--- src/rtl/ngfp_pkg.sv ---
// ----------------------------------------------------------------------------
// ngfp_pkg
// Shared constants, types and helpers for the GGA fix parser.
// ----------------------------------------------------------------------------
`default_nettype none

package ngfp_pkg;

   localparam int LINE_LIMIT      = 128;
   localparam int FIELD_LIMIT     = 15;
   localparam int MIN_FRAC_DIGITS = 5;

   function automatic longint unsigned pow10(input int n);
      longint unsigned p;
      p = 1;
      for (int i = 0; i < n; i++) p = p * 10;
      return p;
   endfunction

   localparam int LC_W  = $clog2(LINE_LIMIT);
   localparam int FCC_W = $clog2(FIELD_LIMIT + 2);
   localparam int ACC_W = 40;

   localparam longint unsigned COORD_CAP  = 64'd999999999999;
   localparam longint unsigned FRAC_SCALE = pow10(MIN_FRAC_DIGITS);
   localparam longint unsigned DEG_UNIT   = 100 * FRAC_SCALE;
   localparam longint unsigned HI_MAX     = COORD_CAP / DEG_UNIT;
   localparam longint unsigned CAP_M      = COORD_CAP % DEG_UNIT;
   localparam longint unsigned MIN_K      = pow10(7 - MIN_FRAC_DIGITS);
   localparam longint unsigned E7         = 64'd10000000;
   localparam longint unsigned LAT_LIMIT  = 64'd900000000;
   localparam longint unsigned LON_LIMIT  = 64'd1800000000;
   localparam longint unsigned LAT_DEG    = LAT_LIMIT / E7;
   localparam longint unsigned LON_DEG    = LON_LIMIT / E7;
   localparam longint unsigned RECIP15    = 64'd286331154;

   localparam int HI_W   = $clog2(HI_MAX + 1);
   localparam int FRAC_W = $clog2(FRAC_SCALE);
   localparam int M_W    = $clog2(DEG_UNIT);
   localparam int DEG_W  = $clog2(LON_DEG + 2);
   localparam int Y_W    = 30;
   localparam int R_W    = 25;

   localparam int TIME_MAX = 999999;
   localparam int HDOP_MAX = 9999;

   localparam int QUEUE_DEPTH = 4;
   localparam int QPTR_W      = $clog2(QUEUE_DEPTH);
   localparam int QCNT_W      = $clog2(QUEUE_DEPTH + 1);

   typedef enum logic [2:0] {
      PH_LEAD,
      PH_SIGNED,
      PH_INT,
      PH_FRAC,
      PH_STOP
   } scan_phase_type;

   typedef struct packed {
      logic              sat;
      logic [HI_W-1:0]   hi;
      logic [3:0]        tens;
      logic [3:0]        ones;
      logic [FRAC_W-1:0] frac;
      logic              neg;
   } coord_type;

   typedef struct packed {
      logic        fix;
      coord_type   lat;
      coord_type   lon;
      logic [19:0] tm;
      logic [13:0] hdop;
   } line_rec_type;

endpackage

`default_nettype wire

--- src/rtl/ngfp_front.sv ---
// ----------------------------------------------------------------------------
// ngfp_front
// Byte-level line scanner: header check, field split, digit accumulation.
// Emits one line record per qualifying newline.
// ----------------------------------------------------------------------------
`default_nettype none

module ngfp_front (
   input  wire logic                   clock,
   input  wire logic                   reset,
   input  wire logic                   in_valid,
   input  wire logic [7:0]             in_byte,
   output logic                        rec_valid,
   output ngfp_pkg::line_rec_type      rec
);

   localparam logic [7:0] CH_CR    = 8'h0D;
   localparam logic [7:0] CH_LF    = 8'h0A;
   localparam logic [7:0] CH_DOLR  = 8'h24;
   localparam logic [7:0] CH_G     = 8'h47;
   localparam logic [7:0] CH_P     = 8'h50;
   localparam logic [7:0] CH_N     = 8'h4E;
   localparam logic [7:0] CH_A     = 8'h41;
   localparam logic [7:0] CH_S     = 8'h53;
   localparam logic [7:0] CH_W     = 8'h57;
   localparam logic [7:0] CH_COMMA = 8'h2C;
   localparam logic [7:0] CH_DOT   = 8'h2E;
   localparam logic [7:0] CH_PLUS  = 8'h2B;
   localparam logic [7:0] CH_MINUS = 8'h2D;
   localparam logic [7:0] CH_SPACE = 8'h20;
   localparam logic [7:0] CH_TAB   = 8'h09;
   localparam logic [7:0] CH_VT    = 8'h0B;
   localparam logic [7:0] CH_FF    = 8'h0C;
   localparam logic [7:0] CH_ZERO  = 8'h30;
   localparam logic [7:0] CH_NINE  = 8'h39;

   localparam logic [2:0] F_TIME = 3'd0;
   localparam logic [2:0] F_LAT  = 3'd1;
   localparam logic [2:0] F_NS   = 3'd2;
   localparam logic [2:0] F_LON  = 3'd3;
   localparam logic [2:0] F_EW   = 3'd4;
   localparam logic [2:0] F_QUAL = 3'd5;
   localparam logic [2:0] F_HDOP = 3'd6;

   localparam logic [1:0] K_NONE = 2'd0;
   localparam logic [1:0] K_INT  = 2'd1;
   localparam logic [1:0] K_FRAC = 2'd2;

   typedef struct packed {
      ngfp_pkg::scan_phase_type ph;
      logic                     neg;
      logic                     dig;
      logic [1:0]               kind;
   } scan_res_type;

   function automatic scan_res_type scan_step(ngfp_pkg::scan_phase_type ph, logic neg,
                                              logic dig, logic [7:0] c, logic allow_frac);
      scan_res_type r;
      logic         is_dig;
      logic         cont;
      r.ph   = ph;
      r.neg  = neg;
      r.dig  = dig;
      r.kind = K_NONE;
      is_dig = (c >= CH_ZERO) && (c <= CH_NINE);
      cont   = 1'b1;
      if (ph == ngfp_pkg::PH_LEAD) begin
         if (c == CH_SPACE || c == CH_TAB || c == CH_VT || c == CH_FF) begin
            cont = 1'b0;
         end else begin
            r.ph = ngfp_pkg::PH_SIGNED;
            if (c == CH_PLUS || c == CH_MINUS) begin
               r.neg = (c == CH_MINUS);
               cont  = 1'b0;
            end
         end
      end
      if (cont && (r.ph == ngfp_pkg::PH_SIGNED || r.ph == ngfp_pkg::PH_INT)) begin
         if (is_dig) begin
            r.ph   = ngfp_pkg::PH_INT;
            r.dig  = 1'b1;
            r.kind = K_INT;
         end else if (c == CH_DOT && allow_frac) begin
            r.ph = ngfp_pkg::PH_FRAC;
         end else begin
            r.ph = ngfp_pkg::PH_STOP;
         end
      end else if (cont && r.ph == ngfp_pkg::PH_FRAC) begin
         if (is_dig) begin
            r.dig  = 1'b1;
            r.kind = K_FRAC;
         end else begin
            r.ph = ngfp_pkg::PH_STOP;
         end
      end
      return r;
   endfunction

   function automatic logic [ngfp_pkg::ACC_W-1:0] frac_weight(logic [3:0] d, logic [2:0] fc);
      logic [ngfp_pkg::ACC_W-1:0] w;
      w = '0;
      for (int i = 0; i < ngfp_pkg::MIN_FRAC_DIGITS; i++) begin
         if (fc == 3'(i)) begin
            w = ngfp_pkg::ACC_W'(d) *
                ngfp_pkg::ACC_W'(ngfp_pkg::pow10(ngfp_pkg::MIN_FRAC_DIGITS - 1 - i));
         end
      end
      return w;
   endfunction

   logic [ngfp_pkg::LC_W-1:0]  lc_ff, lc_in;
   logic [2:0]                 fn_ff, fn_in;
   logic [ngfp_pkg::FCC_W-1:0] fcc_ff, fcc_in;
   logic                       hdr_ff, hdr_in;
   logic                       syn_ff, syn_in;
   logic [19:0]                tm_ff, tm_in;
   logic [ngfp_pkg::ACC_W-1:0] acc_ff [2];
   logic [ngfp_pkg::ACC_W-1:0] acc_in [2];
   ngfp_pkg::coord_type        crd_ff [2];
   ngfp_pkg::coord_type        crd_in [2];
   logic [1:0]                 hemi_ff, hemi_in;
   logic                       qnz_ff, qnz_in;
   logic                       qclean_ff, qclean_in;
   logic [6:0]                 qwhole_ff, qwhole_in;
   logic [6:0]                 qfrac_ff, qfrac_in;
   ngfp_pkg::scan_phase_type   ph_ff, ph_in;
   logic [2:0]                 fc_ff, fc_in;
   logic                       sneg_ff, sneg_in;
   logic                       sdig_ff, sdig_in;
   logic                       line_clr;

   always_comb begin : front_next
      scan_res_type               sc;
      logic                       lane;
      logic [3:0]                 dgt;
      logic [43:0]                s;
      logic [ngfp_pkg::ACC_W-1:0] w;
      logic [ngfp_pkg::HI_W+3:0]  hi_x;
      logic [23:0]                t;
      logic [9:0]                 qw;
      logic [13:0]                hd;
      logic                       hdr_ok;
      logic                       syn_eff;
      logic [ngfp_pkg::FCC_W-1:0] lim;

      lc_in     = lc_ff;
      fn_in     = fn_ff;
      fcc_in    = fcc_ff;
      hdr_in    = hdr_ff;
      syn_in    = syn_ff;
      tm_in     = tm_ff;
      acc_in    = acc_ff;
      crd_in    = crd_ff;
      hemi_in   = hemi_ff;
      qnz_in    = qnz_ff;
      qclean_in = qclean_ff;
      qwhole_in = qwhole_ff;
      qfrac_in  = qfrac_ff;
      ph_in     = ph_ff;
      fc_in     = fc_ff;
      sneg_in   = sneg_ff;
      sdig_in   = sdig_ff;
      line_clr  = 1'b0;
      rec_valid = 1'b0;
      rec       = '0;

      sc   = scan_step(ph_ff, sneg_ff, sdig_ff, in_byte,
                       (fn_ff == F_LAT) || (fn_ff == F_LON) || (fn_ff == F_HDOP));
      lane = (fn_ff == F_LON);
      dgt  = in_byte[3:0];
      s    = '0;
      w    = '0;
      hi_x = '0;
      t    = '0;
      qw   = '0;
      hd   = '0;
      lim  = (fn_ff == F_NS || fn_ff == F_EW) ? ngfp_pkg::FCC_W'(1)
                                              : ngfp_pkg::FCC_W'(ngfp_pkg::FIELD_LIMIT);
      syn_eff = syn_ff && !((fn_ff == F_QUAL) &&
                ((fcc_ff > ngfp_pkg::FCC_W'(ngfp_pkg::FIELD_LIMIT)) || !sdig_ff));

      case (lc_ff)
         ngfp_pkg::LC_W'(0): hdr_ok = (in_byte == CH_DOLR);
         ngfp_pkg::LC_W'(2): hdr_ok = (in_byte == CH_P) || (in_byte == CH_N);
         ngfp_pkg::LC_W'(5): hdr_ok = (in_byte == CH_A);
         default:            hdr_ok = (in_byte == CH_G);
      endcase

      if (in_valid) begin
         if (in_byte == CH_CR) begin
            lc_in = lc_ff;
         end else if (in_byte == CH_LF) begin
            line_clr  = 1'b1;
            rec_valid = hdr_ff && (lc_ff > ngfp_pkg::LC_W'(6));
            hd = 14'(qwhole_ff) * 14'd100 + 14'(qfrac_ff);
            if (hd > 14'(ngfp_pkg::HDOP_MAX)) hd = 14'(ngfp_pkg::HDOP_MAX);
            rec.fix     = syn_eff && (fn_ff == F_QUAL || fn_ff == F_HDOP) && qnz_ff;
            rec.lat     = crd_ff[0];
            rec.lat.neg = hemi_ff[0];
            rec.lon     = crd_ff[1];
            rec.lon.neg = hemi_ff[1];
            rec.tm      = tm_ff;
            rec.hdop    = (fn_ff == F_HDOP && qclean_ff && sdig_ff && !sneg_ff) ? hd : 14'd0;
         end else if (lc_ff < ngfp_pkg::LC_W'(ngfp_pkg::LINE_LIMIT - 1)) begin
            lc_in = lc_ff + 1'b1;
            if (lc_ff < ngfp_pkg::LC_W'(6)) begin
               if (lc_ff == '0) begin
                  hdr_in = hdr_ok;
                  syn_in = 1'b0;
               end else if (!hdr_ok) begin
                  hdr_in = 1'b0;
               end
            end else if (lc_ff == ngfp_pkg::LC_W'(6)) begin
               if (in_byte == CH_COMMA) syn_in = 1'b1;
            end else if (syn_ff) begin
               if (fn_ff == F_HDOP) begin
                  ph_in   = sc.ph;
                  sneg_in = sc.neg;
                  sdig_in = sc.dig;
                  if (sc.kind == K_INT) begin
                     qw = 10'(qwhole_ff) * 10'd10 + 10'(dgt);
                     qwhole_in = (qw > 10'd100) ? 7'd100 : qw[6:0];
                  end else if (sc.kind == K_FRAC) begin
                     if (fc_ff == 3'd0) qfrac_in = qfrac_ff + 7'(dgt) * 7'd10;
                     else if (fc_ff == 3'd1) qfrac_in = qfrac_ff + 7'(dgt);
                     if (fc_ff != 3'd7) fc_in = fc_ff + 3'd1;
                  end
               end else if (fn_ff < F_HDOP) begin
                  if (in_byte == CH_COMMA) begin
                     if (fn_ff <= F_EW) begin
                        if (fcc_ff == '0 || fcc_ff > lim) syn_in = 1'b0;
                        if (fn_ff == F_TIME && sneg_ff) tm_in = '0;
                        if (fn_ff == F_LAT && sneg_ff) hemi_in[0] = ~hemi_ff[0];
                        if (fn_ff == F_LON && sneg_ff) hemi_in[1] = ~hemi_ff[1];
                     end else begin
                        if (fcc_ff > ngfp_pkg::FCC_W'(ngfp_pkg::FIELD_LIMIT) || !sdig_ff)
                           syn_in = 1'b0;
                        qclean_in = (ph_ff == ngfp_pkg::PH_INT);
                     end
                     fn_in   = fn_ff + 3'd1;
                     fcc_in  = '0;
                     ph_in   = ngfp_pkg::PH_LEAD;
                     fc_in   = '0;
                     sneg_in = 1'b0;
                     sdig_in = 1'b0;
                  end else begin
                     if (fn_ff == F_NS && fcc_ff == '0 && in_byte == CH_S)
                        hemi_in[0] = ~hemi_ff[0];
                     if (fn_ff == F_EW && fcc_ff == '0 && in_byte == CH_W)
                        hemi_in[1] = ~hemi_ff[1];
                     if (fcc_ff <= ngfp_pkg::FCC_W'(ngfp_pkg::FIELD_LIMIT))
                        fcc_in = fcc_ff + 1'b1;
                     if (fn_ff == F_TIME) begin
                        ph_in   = sc.ph;
                        sneg_in = sc.neg;
                        sdig_in = sc.dig;
                        if (sc.kind == K_INT) begin
                           t = 24'(tm_ff) * 24'd10 + 24'(dgt);
                           tm_in = (t > 24'(ngfp_pkg::TIME_MAX)) ? 20'(ngfp_pkg::TIME_MAX)
                                                                 : t[19:0];
                        end
                     end else if (fn_ff == F_LAT || fn_ff == F_LON) begin
                        ph_in   = sc.ph;
                        sneg_in = sc.neg;
                        sdig_in = sc.dig;
                        if (sc.kind == K_INT && !crd_ff[lane].sat) begin
                           s = (44'(acc_ff[lane]) << 3) + (44'(acc_ff[lane]) << 1) +
                               44'(dgt) * 44'(ngfp_pkg::FRAC_SCALE);
                           if (s > 44'(ngfp_pkg::COORD_CAP)) begin
                              crd_in[lane].sat = 1'b1;
                           end else begin
                              hi_x = ((ngfp_pkg::HI_W+4)'(crd_ff[lane].hi) << 3) +
                                     ((ngfp_pkg::HI_W+4)'(crd_ff[lane].hi) << 1) +
                                     (ngfp_pkg::HI_W+4)'(crd_ff[lane].tens);
                              acc_in[lane]      = s[ngfp_pkg::ACC_W-1:0];
                              crd_in[lane].hi   = hi_x[ngfp_pkg::HI_W-1:0];
                              crd_in[lane].tens = crd_ff[lane].ones;
                              crd_in[lane].ones = dgt;
                           end
                        end else if (sc.kind == K_FRAC) begin
                           if (fc_ff < 3'(ngfp_pkg::MIN_FRAC_DIGITS) && !crd_ff[lane].sat)
                           begin
                              w = frac_weight(dgt, fc_ff);
                              s = 44'(acc_ff[lane]) + 44'(w);
                              if (s > 44'(ngfp_pkg::COORD_CAP)) begin
                                 crd_in[lane].sat = 1'b1;
                              end else begin
                                 acc_in[lane]      = s[ngfp_pkg::ACC_W-1:0];
                                 crd_in[lane].frac = crd_ff[lane].frac +
                                                     w[ngfp_pkg::FRAC_W-1:0];
                              end
                           end
                           if (fc_ff != 3'd7) fc_in = fc_ff + 3'd1;
                        end
                     end else if (fn_ff == F_QUAL) begin
                        ph_in   = sc.ph;
                        sneg_in = sc.neg;
                        sdig_in = sc.dig;
                        if (sc.kind == K_INT && dgt != 4'd0) qnz_in = 1'b1;
                     end
                  end
               end
            end
         end
      end
   end

   always_ff @(posedge clock) begin
      if (reset || line_clr) begin
         lc_ff     <= '0;
         fn_ff     <= '0;
         fcc_ff    <= '0;
         hdr_ff    <= 1'b0;
         syn_ff    <= 1'b0;
         tm_ff     <= '0;
         acc_ff    <= '{default: '0};
         crd_ff    <= '{default: '0};
         hemi_ff   <= '0;
         qnz_ff    <= 1'b0;
         qclean_ff <= 1'b0;
         qwhole_ff <= '0;
         qfrac_ff  <= '0;
         ph_ff     <= ngfp_pkg::PH_LEAD;
         fc_ff     <= '0;
         sneg_ff   <= 1'b0;
         sdig_ff   <= 1'b0;
      end else begin
         lc_ff     <= lc_in;
         fn_ff     <= fn_in;
         fcc_ff    <= fcc_in;
         hdr_ff    <= hdr_in;
         syn_ff    <= syn_in;
         tm_ff     <= tm_in;
         acc_ff    <= acc_in;
         crd_ff    <= crd_in;
         hemi_ff   <= hemi_in;
         qnz_ff    <= qnz_in;
         qclean_ff <= qclean_in;
         qwhole_ff <= qwhole_in;
         qfrac_ff  <= qfrac_in;
         ph_ff     <= ph_in;
         fc_ff     <= fc_in;
         sneg_ff   <= sneg_in;
         sdig_ff   <= sdig_in;
      end
   end

   assert property (@(posedge clock) disable iff (reset)
      lc_ff <= ngfp_pkg::LC_W'(ngfp_pkg::LINE_LIMIT - 1))
      else $error("line count past limit");

   assert property (@(posedge clock) disable iff (reset)
      fn_ff <= F_HDOP)
      else $error("field number past hdop");

   assert property (@(posedge clock) disable iff (reset)
      (qwhole_ff <= 7'd100) && (qfrac_ff <= 7'd99))
      else $error("hdop parts out of range");

endmodule

`default_nettype wire

--- src/rtl/ngfp_queue.sv ---
// ----------------------------------------------------------------------------
// ngfp_queue
// Small line record queue between the scanner and the converter.
// ----------------------------------------------------------------------------
`default_nettype none

module ngfp_queue (
   input  wire logic                   clock,
   input  wire logic                   reset,
   input  wire logic                   wr_en,
   input  ngfp_pkg::line_rec_type      wr_data,
   output logic                        full,
   input  wire logic                   rd_en,
   output ngfp_pkg::line_rec_type      rd_data,
   output logic                        empty
);

   ngfp_pkg::line_rec_type      mem_ff [ngfp_pkg::QUEUE_DEPTH];
   logic [ngfp_pkg::QPTR_W-1:0] wr_ptr_ff, wr_ptr_in;
   logic [ngfp_pkg::QPTR_W-1:0] rd_ptr_ff, rd_ptr_in;
   logic [ngfp_pkg::QCNT_W-1:0] cnt_ff, cnt_in;
   logic                        do_wr, do_rd;

   assign full    = (cnt_ff == ngfp_pkg::QCNT_W'(ngfp_pkg::QUEUE_DEPTH));
   assign empty   = (cnt_ff == '0);
   assign rd_data = mem_ff[rd_ptr_ff];
   assign do_wr   = wr_en && !full;
   assign do_rd   = rd_en && !empty;

   always_comb begin
      wr_ptr_in = do_wr ? wr_ptr_ff + 1'b1 : wr_ptr_ff;
      rd_ptr_in = do_rd ? rd_ptr_ff + 1'b1 : rd_ptr_ff;
      cnt_in    = cnt_ff + ngfp_pkg::QCNT_W'(do_wr) - ngfp_pkg::QCNT_W'(do_rd);
   end

   always_ff @(posedge clock) begin
      if (do_wr) mem_ff[wr_ptr_ff] <= wr_data;
   end

   always_ff @(posedge clock) begin
      if (reset) begin
         wr_ptr_ff <= '0;
         rd_ptr_ff <= '0;
         cnt_ff    <= '0;
      end else begin
         wr_ptr_ff <= wr_ptr_in;
         rd_ptr_ff <= rd_ptr_in;
         cnt_ff    <= cnt_in;
      end
   end

   assert property (@(posedge clock) disable iff (reset)
      !(wr_en && full))
      else $error("record written into full queue");

   assert property (@(posedge clock) disable iff (reset)
      cnt_ff <= ngfp_pkg::QCNT_W'(ngfp_pkg::QUEUE_DEPTH))
      else $error("queue count overflow");

   assert property (@(posedge clock) disable iff (reset)
      (cnt_ff != '0 && cnt_ff != ngfp_pkg::QCNT_W'(ngfp_pkg::QUEUE_DEPTH)) |->
      (wr_ptr_ff != rd_ptr_ff))
      else $error("queue pointers disagree with count");

endmodule

`default_nettype wire

--- src/rtl/ngfp_back.sv ---
// ----------------------------------------------------------------------------
// ngfp_back
// Four stage converter: ddmm.mmmmm records to 1e-7 degree results.
// Minute part divided by 60 through a reciprocal multiply.
// ----------------------------------------------------------------------------
`default_nettype none

module ngfp_back (
   input  wire logic                   clock,
   input  wire logic                   reset,
   input  wire logic                   rec_avail,
   input  ngfp_pkg::line_rec_type      rec,
   output logic                        rec_take,
   output logic                        out_valid,
   input  wire logic                   out_take,
   output logic                        out_fix,
   output logic signed [30:0]          out_lat,
   output logic signed [31:0]          out_lon,
   output logic [13:0]                 out_hdop,
   output logic [19:0]                 out_time
);

   typedef struct packed {
      logic        fix;
      logic [1:0]  neg;
      logic [19:0] tm;
      logic [13:0] hdop;
   } meta_type;

   function automatic logic [ngfp_pkg::M_W-1:0] minute_part(ngfp_pkg::coord_type c);
      logic [ngfp_pkg::M_W-1:0] m;
      if (c.sat) begin
         m = ngfp_pkg::M_W'(ngfp_pkg::CAP_M);
      end else begin
         m = ngfp_pkg::M_W'(c.tens) * ngfp_pkg::M_W'(10) + ngfp_pkg::M_W'(c.ones);
         m = m * ngfp_pkg::M_W'(ngfp_pkg::FRAC_SCALE) + ngfp_pkg::M_W'(c.frac);
      end
      return m;
   endfunction

   function automatic logic [31:0] degree_term(ngfp_pkg::coord_type c,
                                               logic [ngfp_pkg::DEG_W-1:0] deg);
      logic [ngfp_pkg::HI_W-1:0]  hi;
      logic [ngfp_pkg::DEG_W-1:0] hc;
      hi = c.sat ? ngfp_pkg::HI_W'(ngfp_pkg::HI_MAX) : c.hi;
      hc = (hi > ngfp_pkg::HI_W'(deg)) ? deg + 1'b1 : ngfp_pkg::DEG_W'(hi);
      return 32'(hc) * 32'(ngfp_pkg::E7);
   endfunction

   logic                       adv;
   logic                       v1_ff, v2_ff, v3_ff, v4_ff;
   meta_type                   m1_ff, m2_ff, m3_ff;
   logic [ngfp_pkg::M_W-1:0]   min1_ff [2];
   logic [31:0]                d1_ff [2];
   logic [31:0]                d2_ff [2];
   logic [31:0]                d3_ff [2];
   logic [ngfp_pkg::Y_W-1:0]   y2_ff [2];
   logic [ngfp_pkg::R_W-1:0]   r3_ff [2];
   logic                       fix_ff;
   logic signed [30:0]         lat_ff;
   logic signed [31:0]         lon_ff;
   logic [13:0]                hdop_ff;
   logic [19:0]                time_ff;
   logic [32:0]                mag_lat, mag_lon;
   logic [31:0]                lat_clip, lon_clip;

   assign adv      = !v4_ff || out_take;
   assign rec_take = adv && rec_avail;

   always_comb begin
      mag_lat  = 33'(d3_ff[0]) + 33'(r3_ff[0]);
      mag_lon  = 33'(d3_ff[1]) + 33'(r3_ff[1]);
      lat_clip = (mag_lat > 33'(ngfp_pkg::LAT_LIMIT)) ? 32'(ngfp_pkg::LAT_LIMIT)
                                                      : mag_lat[31:0];
      lon_clip = (mag_lon > 33'(ngfp_pkg::LON_LIMIT)) ? 32'(ngfp_pkg::LON_LIMIT)
                                                      : mag_lon[31:0];
   end

   always_ff @(posedge clock) begin
      if (reset) begin
         v1_ff <= 1'b0;
         v2_ff <= 1'b0;
         v3_ff <= 1'b0;
         v4_ff <= 1'b0;
      end else if (adv) begin
         v1_ff <= rec_avail;
         v2_ff <= v1_ff;
         v3_ff <= v2_ff;
         v4_ff <= v3_ff;
      end
   end

   always_ff @(posedge clock) begin
      if (adv) begin
         m1_ff.fix  <= rec.fix;
         m1_ff.neg  <= {rec.lon.neg, rec.lat.neg};
         m1_ff.tm   <= rec.tm;
         m1_ff.hdop <= rec.hdop;
         min1_ff[0] <= minute_part(rec.lat);
         min1_ff[1] <= minute_part(rec.lon);
         d1_ff[0]   <= degree_term(rec.lat, ngfp_pkg::DEG_W'(ngfp_pkg::LAT_DEG));
         d1_ff[1]   <= degree_term(rec.lon, ngfp_pkg::DEG_W'(ngfp_pkg::LON_DEG));

         m2_ff <= m1_ff;
         d2_ff <= d1_ff;
         for (int i = 0; i < 2; i++) begin
            y2_ff[i] <= ngfp_pkg::Y_W'(64'(min1_ff[i]) * 64'(ngfp_pkg::MIN_K) + 64'd30);
         end

         m3_ff <= m2_ff;
         d3_ff <= d2_ff;
         for (int i = 0; i < 2; i++) begin
            r3_ff[i] <= ngfp_pkg::R_W'((64'(y2_ff[i][ngfp_pkg::Y_W-1:2]) *
                                        64'(ngfp_pkg::RECIP15)) >> 32);
         end

         fix_ff  <= m3_ff.fix;
         lat_ff  <= !m3_ff.fix ? '0 :
                    m3_ff.neg[0] ? 31'(32'd0 - lat_clip) : 31'(lat_clip);
         lon_ff  <= !m3_ff.fix ? '0 :
                    m3_ff.neg[1] ? 32'd0 - lon_clip : lon_clip;
         hdop_ff <= m3_ff.fix ? m3_ff.hdop : '0;
         time_ff <= m3_ff.fix ? m3_ff.tm : '0;
      end
   end

   assign out_valid = v4_ff;
   assign out_fix   = fix_ff;
   assign out_lat   = lat_ff;
   assign out_lon   = lon_ff;
   assign out_hdop  = hdop_ff;
   assign out_time  = time_ff;

   assert property (@(posedge clock) disable iff (reset)
      (v4_ff && !fix_ff) |-> (lat_ff == '0 && lon_ff == '0 && hdop_ff == '0 && time_ff == '0))
      else $error("no-fix result carries data");

   assert property (@(posedge clock) disable iff (reset)
      v4_ff |-> (lat_ff <= $signed(31'(ngfp_pkg::LAT_LIMIT)) &&
                 lat_ff >= -$signed(31'(ngfp_pkg::LAT_LIMIT))))
      else $error("latitude outside limit");

   assert property (@(posedge clock) disable iff (reset)
      v4_ff |-> (hdop_ff <= 14'(ngfp_pkg::HDOP_MAX) && time_ff <= 20'(ngfp_pkg::TIME_MAX)))
      else $error("hdop or time outside limit");

   assert property (@(posedge clock) disable iff (reset)
      (v3_ff && v4_ff && !out_take) |=> (v3_ff && v4_ff))
      else $error("stalled converter lost a record");

endmodule

`default_nettype wire

--- src/rtl/nmea_gga_fix_parser.sv ---
// ----------------------------------------------------------------------------
// nmea_gga_fix_parser
// GGA parser: one byte per cycle in unless full, one fix/no-fix result per GGA line.
// ----------------------------------------------------------------------------
// Throughput: one byte per cycle; full rises only when four line results wait
//   behind a result port that is not being popped.
// Path: the result of a newline transfer goes through the record queue, then the
//   four converter stages with the divide by 60, to the rsp_ ports.
// Reset: synchronous; clears the line scanner, the record queue and the converter.
`default_nettype none

module nmea_gga_fix_parser (
   input  wire logic               clock,
   input  wire logic               reset,
   input  wire logic               push,
   output logic                    full,
   input  wire logic [7:0]         req_rx_byte,
   output logic                    empty,
   input  wire logic               pop,
   output logic                    rsp_fix_valid,
   output logic signed [30:0]      rsp_latitude_e7,
   output logic signed [31:0]      rsp_longitude_e7,
   output logic [13:0]             rsp_hdop_centi,
   output logic [19:0]             rsp_time_hhmmss
);

   logic                   q_full;
   logic                   q_empty;
   logic                   q_take;
   logic                   rec_valid;
   ngfp_pkg::line_rec_type rec;
   ngfp_pkg::line_rec_type q_head;
   logic                   out_valid;

   assign full = q_full;

   ngfp_front u_front (
      .clock     (clock),
      .reset     (reset),
      .in_valid  (push && !q_full),
      .in_byte   (req_rx_byte),
      .rec_valid (rec_valid),
      .rec       (rec)
   );

   ngfp_queue u_queue (
      .clock   (clock),
      .reset   (reset),
      .wr_en   (rec_valid),
      .wr_data (rec),
      .full    (q_full),
      .rd_en   (q_take),
      .rd_data (q_head),
      .empty   (q_empty)
   );

   ngfp_back u_back (
      .clock     (clock),
      .reset     (reset),
      .rec_avail (!q_empty),
      .rec       (q_head),
      .rec_take  (q_take),
      .out_valid (out_valid),
      .out_take  (pop),
      .out_fix   (rsp_fix_valid),
      .out_lat   (rsp_latitude_e7),
      .out_lon   (rsp_longitude_e7),
      .out_hdop  (rsp_hdop_centi),
      .out_time  (rsp_time_hhmmss)
   );

   assign empty = !out_valid;

endmodule

`default_nettype wire

--- config.mk ---
export PLATFORM = sky130hd
export DESIGN_NAME = nmea_gga_fix_parser
export DESIGN_NICKNAME = d
export VERILOG_FILES = /design/src/rtl/ngfp_pkg.sv /design/src/rtl/ngfp_front.sv /design/src/rtl/ngfp_queue.sv /design/src/rtl/ngfp_back.sv /design/src/rtl/nmea_gga_fix_parser.sv
export SDC_FILE = /design/constraint.sdc
export NUM_CORES = 2
export LEC_CHECK = 0
export ABC_AREA = 1
export BUFFER_PORTS_ARGS = -buffer_cell sky130_fd_sc_hd__buf_2
export CORE_ASPECT_RATIO = 2
export CORE_MARGIN = 4
export CORE_UTILIZATION = 50
export DETAILED_ROUTE_END_ITERATION = 8
export PLACE_DENSITY = 0.71
export RECOVER_POWER = 100
export SYNTH_ARGS = -nofsm -noshare
export SYNTH_HDL_FRONTEND = slang
export SYNTH_SLANG_ARGS = --single-unit
--- constraint.sdc ---
create_clock -name clock -period 12.21 [get_ports clock]
set_input_delay 0.6105 -clock clock [delete_from_list [all_inputs] [get_ports clock]]
set_output_delay 0.6105 -clock clock [all_outputs]
set_load 0.03 [all_outputs]
### Yosys cells after proc, flatten, opt, wreduce, memory -nomap -nowiden

Memories as Yosys holds them, arrays and structs flattened. A register that Yosys moved wholly into a read port is not among the register bits.
Cells that the tools add are included.

* bits in registers: 601
* latch bits: 0
* RAM bits: 650
* ROM bits: 0
* logic and storage cells: 437
* memories kept: 4

Memory list
* u_queue.mem_ff: words 4, width 123, read ports 1, clocked after memory_dff 1, write ports 1, RTL line ngfp_queue.sv:18 `ngfp_pkg::line_rec_type mem_ff [ngfp_pkg::QUEUE_DEPTH];`
* u_back.y2_ff: words 2, width 30, read ports 2, clocked after memory_dff 0, write ports 2, RTL line ngfp_back.sv:57 `logic [ngfp_pkg::Y_W-1:0] y2_ff [2];`
* u_back.r3_ff: words 2, width 25, read ports 2, clocked after memory_dff 0, write ports 2, RTL line ngfp_back.sv:58 `logic [ngfp_pkg::R_W-1:0] r3_ff [2];`
* u_back.min1_ff: words 2, width 24, read ports 2, clocked after memory_dff 0, write ports 2, RTL line ngfp_back.sv:53 `logic [ngfp_pkg::M_W-1:0] min1_ff [2];`

* $add $sub $neg: 29
* multiply operators: 19
* divide/modulo/power cells: 0
* $lt $le $gt $ge: 22
* equal/unequal tests: 50
* shifts and indexed selects: 0
* multiplexer cells: 158
* bitwise gates (word level): 13
* reductions and logical operators: 82

Operator list (count)
* $mux W40: 19
* $bwmux W88: 5
* $mux W88: 5
* $mux W80: 5
* $mux W123: 3
* $demux W44 S1: 5
* $mux W44: 4
* $bwmux W80: 2
* $mux W20: 6
* $mul A28 B28 Y56 const B: 2
* $mux W18: 6
* $mux W24: 4
* $gt A44 B40 Y1 const B: 2
* $mux W3: 24
* $add A32 B25 Y33: 2
* $mux W32: 2
* $mux W31: 2
* $add A30 B5 Y30 const B: 2
* $mul A24 B5 Y28 const B: 2
* $mul A8 B17 Y25 const B: 2
* $add A24 B17 Y24: 2
* $eq A8 B6 Y1 const B: 6
* $eq A8 B7 Y1 const B: 6
* $mul A24 B12 Y19 const B: 2
* other kinds (94): 253

### Logic depth before layout (Yosys ltp)

* depth in word-level cells: 31
* mapped depth: 45
* mapped depth without buffers: 41

### Modules after synthesis

Synthesis repeated with hierarchy kept, for this count alone.

* cell total of the unflattened synthesis: 11107
* area total of the unflattened synthesis: 96179.7 µm²

Modules (own cells, without submodules)
* ngfp_back: times used 1, cells an instance 5817, area an instance 52108.7 µm², seq. area each 15484.9 µm²
* ngfp_front: times used 1, cells an instance 4029, area an instance 24921.4 µm², seq. area each 4584.4 µm²
* ngfp_queue: times used 1, cells an instance 1257, area an instance 19132.1 µm², seq. area each 14954.3 µm²
* nmea_gga_fix_parser: times used 1, cells an instance 4, area an instance 17.5 µm², seq. area each 0.0 µm²

### Worst setup path before layout

Ideal clock, no wire load.

* path type: input port to flip-flop
* start point: in pop
* end point: reg u_queue.cnt_ff[2] (netlist name)
* setup time: 120 ps
* arrival time: 12869 ps
* required time: 12090 ps
* path slack: -779 ps
* stages on the path: 11
* path buffers: 0
* cell sequence: nor2_1 -> inv_1 -> o31ai_1 -> inv_1 -> ha_1 -> inv_1 -> ha_1 -> inv_1 -> fa_1 -> o21ai_0 -> a21oi_1

* longest elaborated chain between the ends: 4

Ends and longest elaborated chain
* from (decl): RTL line nmea_gga_fix_parser.sv:19 `input wire logic pop,`
* $logic_or A1 B1 Y1: RTL line ngfp_back.sv:67 `assign adv = !v4_ff || out_take;`
* $logic_and A1 B1 Y1: RTL line ngfp_back.sv:68 `assign rec_take = adv && rec_avail;`
* $logic_and A1 B1 Y1: RTL line ngfp_queue.sv:28 `assign do_rd = rd_en && !empty;`
* named net u_queue.do_rd: RTL line ngfp_queue.sv:22 `logic do_wr, do_rd;`
* $sub A3 B1 Y3: RTL line ngfp_queue.sv:33 `cnt_in = cnt_ff + ngfp_pkg::QCNT_W'(do_wr) - ngfp_pkg::QCNT_W'(do_rd);`
* to (signal assigned): RTL line ngfp_queue.sv:48 `cnt_ff <= cnt_in;`
* to (decl): RTL line ngfp_queue.sv:21 `logic [ngfp_pkg::QCNT_W-1:0] cnt_ff, cnt_in;`

The timed path passes the listed nets, and every way through them passes these cells.
A chain may end at the register's enable or synchronous reset.

### Worst setup path in the final report

* start point: in req_rx_byte[0]
* end point: reg u_front.acc_ff[15] (netlist name)

* longest elaborated chain between the ends: 27

Ends and longest elaborated chain
* from (decl): RTL line nmea_gga_fix_parser.sv:17 `input wire logic [7:0] req_rx_byte,`
* branches (longest 27 deep; another with $mul A4 B10 Y14)
* to (signal assigned): RTL line ngfp_front.sv:334 `acc_ff <= acc_in;`
* to (decl): RTL line ngfp_front.sv:117 `logic [ngfp_pkg::ACC_W-1:0] acc_ff [2];`

Parallel ways; which one is timed is not known. The select of a mux whose other input is x is not followed.

==> metrics.yaml <==
outcome: "finished with violations"
violations: "capacitance limit, slew limit"
synth_seq_cells: 1247
first_global_vias: 75200
cp_max_fo: 26
cts_post_setup_buffers_inserted: 0
yosysSeqAreaShare_pct: 37.4
max-cap-violations: 19
grt_setup_unrepaired: "no"
synth_edf_count: 1005
ff2ff_path_depth: 35
grtUsageTotal_pct: 27.5
clk_latency_ns: 0.77
syn_inst: 10700
cts_buffers: 109
worstPathArrival_ns: 10.83
slew_headroom_pct: -171
h-tree-depth: 3
cts_hold_buf: 0
cts_root_buffer: "clkbuf_16"
cp_num_cells: 36
grt-ovfl-total: 0
hpwlAfterDp_um: 214000
cp_top_family: "simple AND/OR/NAND/NOR gates"
ys_async_sr_fraction_pct: 0
syn_area_um2: 93700
start_kind: "primary input"
drt-initial-drc-count: 4254
cp-end-kind: "flip-flop"
hp-class: "primary input to flip-flop"
skew_ns: 0.0595
drv_slew: 1135
drt.antenna.violating_nets: 0
drt-pass1-iter-count: 8
start_util_pct: 50.3
worst_pin_slew_ns: 4.07
ios: 112
die_width_um: 314
routedWlPerCell_um: 20.3
die_area_um2: 195000
area_growth_pct: 7.24
hold_viol: 0
ys_types: 71
setup_violations: 0
gp_congestion: 1.03
dr_total_vias: 72800
drt-total-wl_um: 270000
syn_area_per_cell_um2: 8.77
criticalPathCategory: "primary input to flip-flop"
antenna_found_initial: 6
ys.flop_type: "edfxtp_1"
path_common_cell: "nand2_1"
io_buffers: 111
grt_pass1_wl_um: 412000
path_clk_slew_ns: 0.08
path_buf_inv: 6
hold_slack_ns: 0.0931
required_ns: 12.89
cts.sinks: 1247
drc: 0
final_nets: 12300
cts_resized: 0
grt_start_max_net_pins: 98
worstSetupEndpoint: "u_front.acc_ff[15]$_SDFFE_PP0P_"
fmax_mhz: 98.5
cpMaxStageDelayCell: "clkbuf_1"
drive_above_1_share_pct: 3.13
yosys_warnings: 0
cts_buffer_depth: 3
max_stage_delay_ns: 1.07
cts_tree: "done"
layout_worst_path_cycle_share_pct: 83.1
core_um2: 186000
crit_start: "req_rx_byte[0]"
die_h_um: 620
min_period_ns: 10.15
fin_tns_setup_ns: 0
r2r-end: "u_back.min1_ff[0][23]$_SDFFCE_PP1N_"
r2r_slack_ns: 2.53
placementRows: 224
via_per_inst: 5.47
## cell type report
| type | instances | area [um2] |
|---|---|---|
| Fill cell | 16900 | 85900 |
| Multi-Input combinational cell | 7162 | 50000 |
| Sequential cell | 1247 | 35000 |
| Inverter | 2045 | 7690 |
| Tap cell | 2486 | 3110 |
| Clock buffer | 120 | 2780 |
| Clock inverter | 87 | 1040 |
| Timing Repair Buffer | 175 | 863 |
| Antenna cell | 2 | 5.00 |
## registers in the layout, summed over array words and instances, names as in the netlist, 5 cells and up, named ones only
| name | flops |
|---|---|
| u_front.crd_ff | 86 |
| u_front.qfrac_ff | 7 |
| u_back.d2_ff | 50 |
| u_back.r3_ff | 50 |
| u_back.out_lat | 31 |
| u_back.out_hdop | 14 |
| u_back.out_time | 20 |
| u_front.tm_ff | 20 |
| u_back.d3_ff | 50 |
| u_back.out_lon | 32 |
| u_front.acc_ff | 80 |
| u_back.min1_ff | 48 |
| u_queue.mem_ff | 492 |
| u_back.m1_ff | 37 |
| u_back.m2_ff | 37 |
| u_back.m3_ff | 37 |
| u_front.qwhole_ff | 7 |
| u_front.fcc_ff | 5 |
| u_front.lc_ff | 7 |
| u_back.d1_ff | 50 |
| u_back.y2_ff | 56 |
## per-layer routing
layer / vias up / routed length [um] / GRT usage, % / share of wire (%)
met5: - / 34 / 0 / 0.013
met3: 962 / 9570 / 3.12 / 3.5
met4: 6 / 29200 / 24.2 / 11
met2: 2028 / 146000 / 53.3 / 54
met1: 34500 / 85600 / 24.6 / 32
li1: 35400 / - / - / -
## kinds of logic (layout without fill, tap and decap cells)
kind of cell	after synthesis	in the layout	synth area share [%]
compound gates	1655	1655	9.74
xor+xnor	392	392	3.67
fa+ha+maj	1562	1562	24.0
buf+inv	2278	2427	9.23
flops	1247	1247	37.4
mux	1	1	0.0120
other cells	1	9	0.00400
simple gates	3545	3545	16.0
## cell usage after synthesis, drive strengths merged, types with 113 or more instances
cell type | count | area (um2)
dfxtp | 242 | 4840
clkbuf | 173 | 649
o21ai | 642 | 3220
edfxtp | 1005 | 30200
xnor2 | 116 | 1020
fa | 394 | 7890
inv | 2042 | 7670
o22ai | 113 | 707
nand3 | 350 | 1810
nand4 | 178 | 1110
nor2 | 1106 | 4210
nand2 | 1649 | 6260
nor3 | 114 | 586
ha | 1168 | 14600
xor2 | 276 | 2420
a21oi | 646 | 3270
## cell usage in the layout (no fill, tap or decap), types with 25 or more instances in the layout
master	count
a31oi_1	34
nor4_1	45
inv_1	2002
o21ai_0	614
clkbuf_16	109
ha_1	1167
or2_2	39
o22ai_1	112
nand4_1	178
nor2_1	1097
nand3_1	347
xnor2_1	116
a22oi_1	36
nor3_1	112
clkinv_1	42
buf_4	43
dfxtp_1	240
nand2_1	1638
a21oi_1	641
o21ai_1	27
xor2_1	275
edfxtp_1	1005
nand3b_1	26
fa_1	394
a21o_1	25
clkbuf_1	125
## worst reg2reg max path: cells and delay by family (launching register included)
family	cells	cell delay, ns
AOI/OAI and AO/OA	9	1.65
xor gates and xnor gates	1	0.32
buffers and inverters	7	2.91
DFF	1	0.45
adders and majority gates	7	2.71
and+or+nand+nor	11	1.34
## per-stage QoR
step	worst slack, ns	area [um2]	util (%)	std cells
after floorplan	2.70	93700	-	10700
after global placement	3.34	97000	52.1	13100
after detailed placement	3.20	97000	52.1	13100
after CTS	3.39	101000	54.1	13300
after global routing	1.48	101000	53.9	13300
final	2.06	101000	53.9	13300
## how the worst min path moves through the flow
stage	startpoint	end	cells after the start
2_1_floorplan	u_back.d1_ff[10]$_DFFE_PN_	u_back.d2_ff[10]$_DFFE_PN_	0
3_3_place_gp	u_back.m2_ff[12]$_DFFE_PN_	u_back.m3_ff[12]$_DFFE_PN_	0
3_5_place_dp	u_back.d1_ff[40]$_DFFE_PN_	u_back.d2_ff[40]$_DFFE_PN_	0
4_1_cts	reset	u_queue.cnt_ff[0]$_SDFF_PP0_	2
5_1_grt	reset	u_queue.cnt_ff[0]$_SDFF_PP0_	2
6_report	reset	u_queue.cnt_ff[0]$_SDFF_PP0_	2
Power is not shown: default switching activity piles up to over one toggle a cycle in this logic, so the estimate is an artifact.
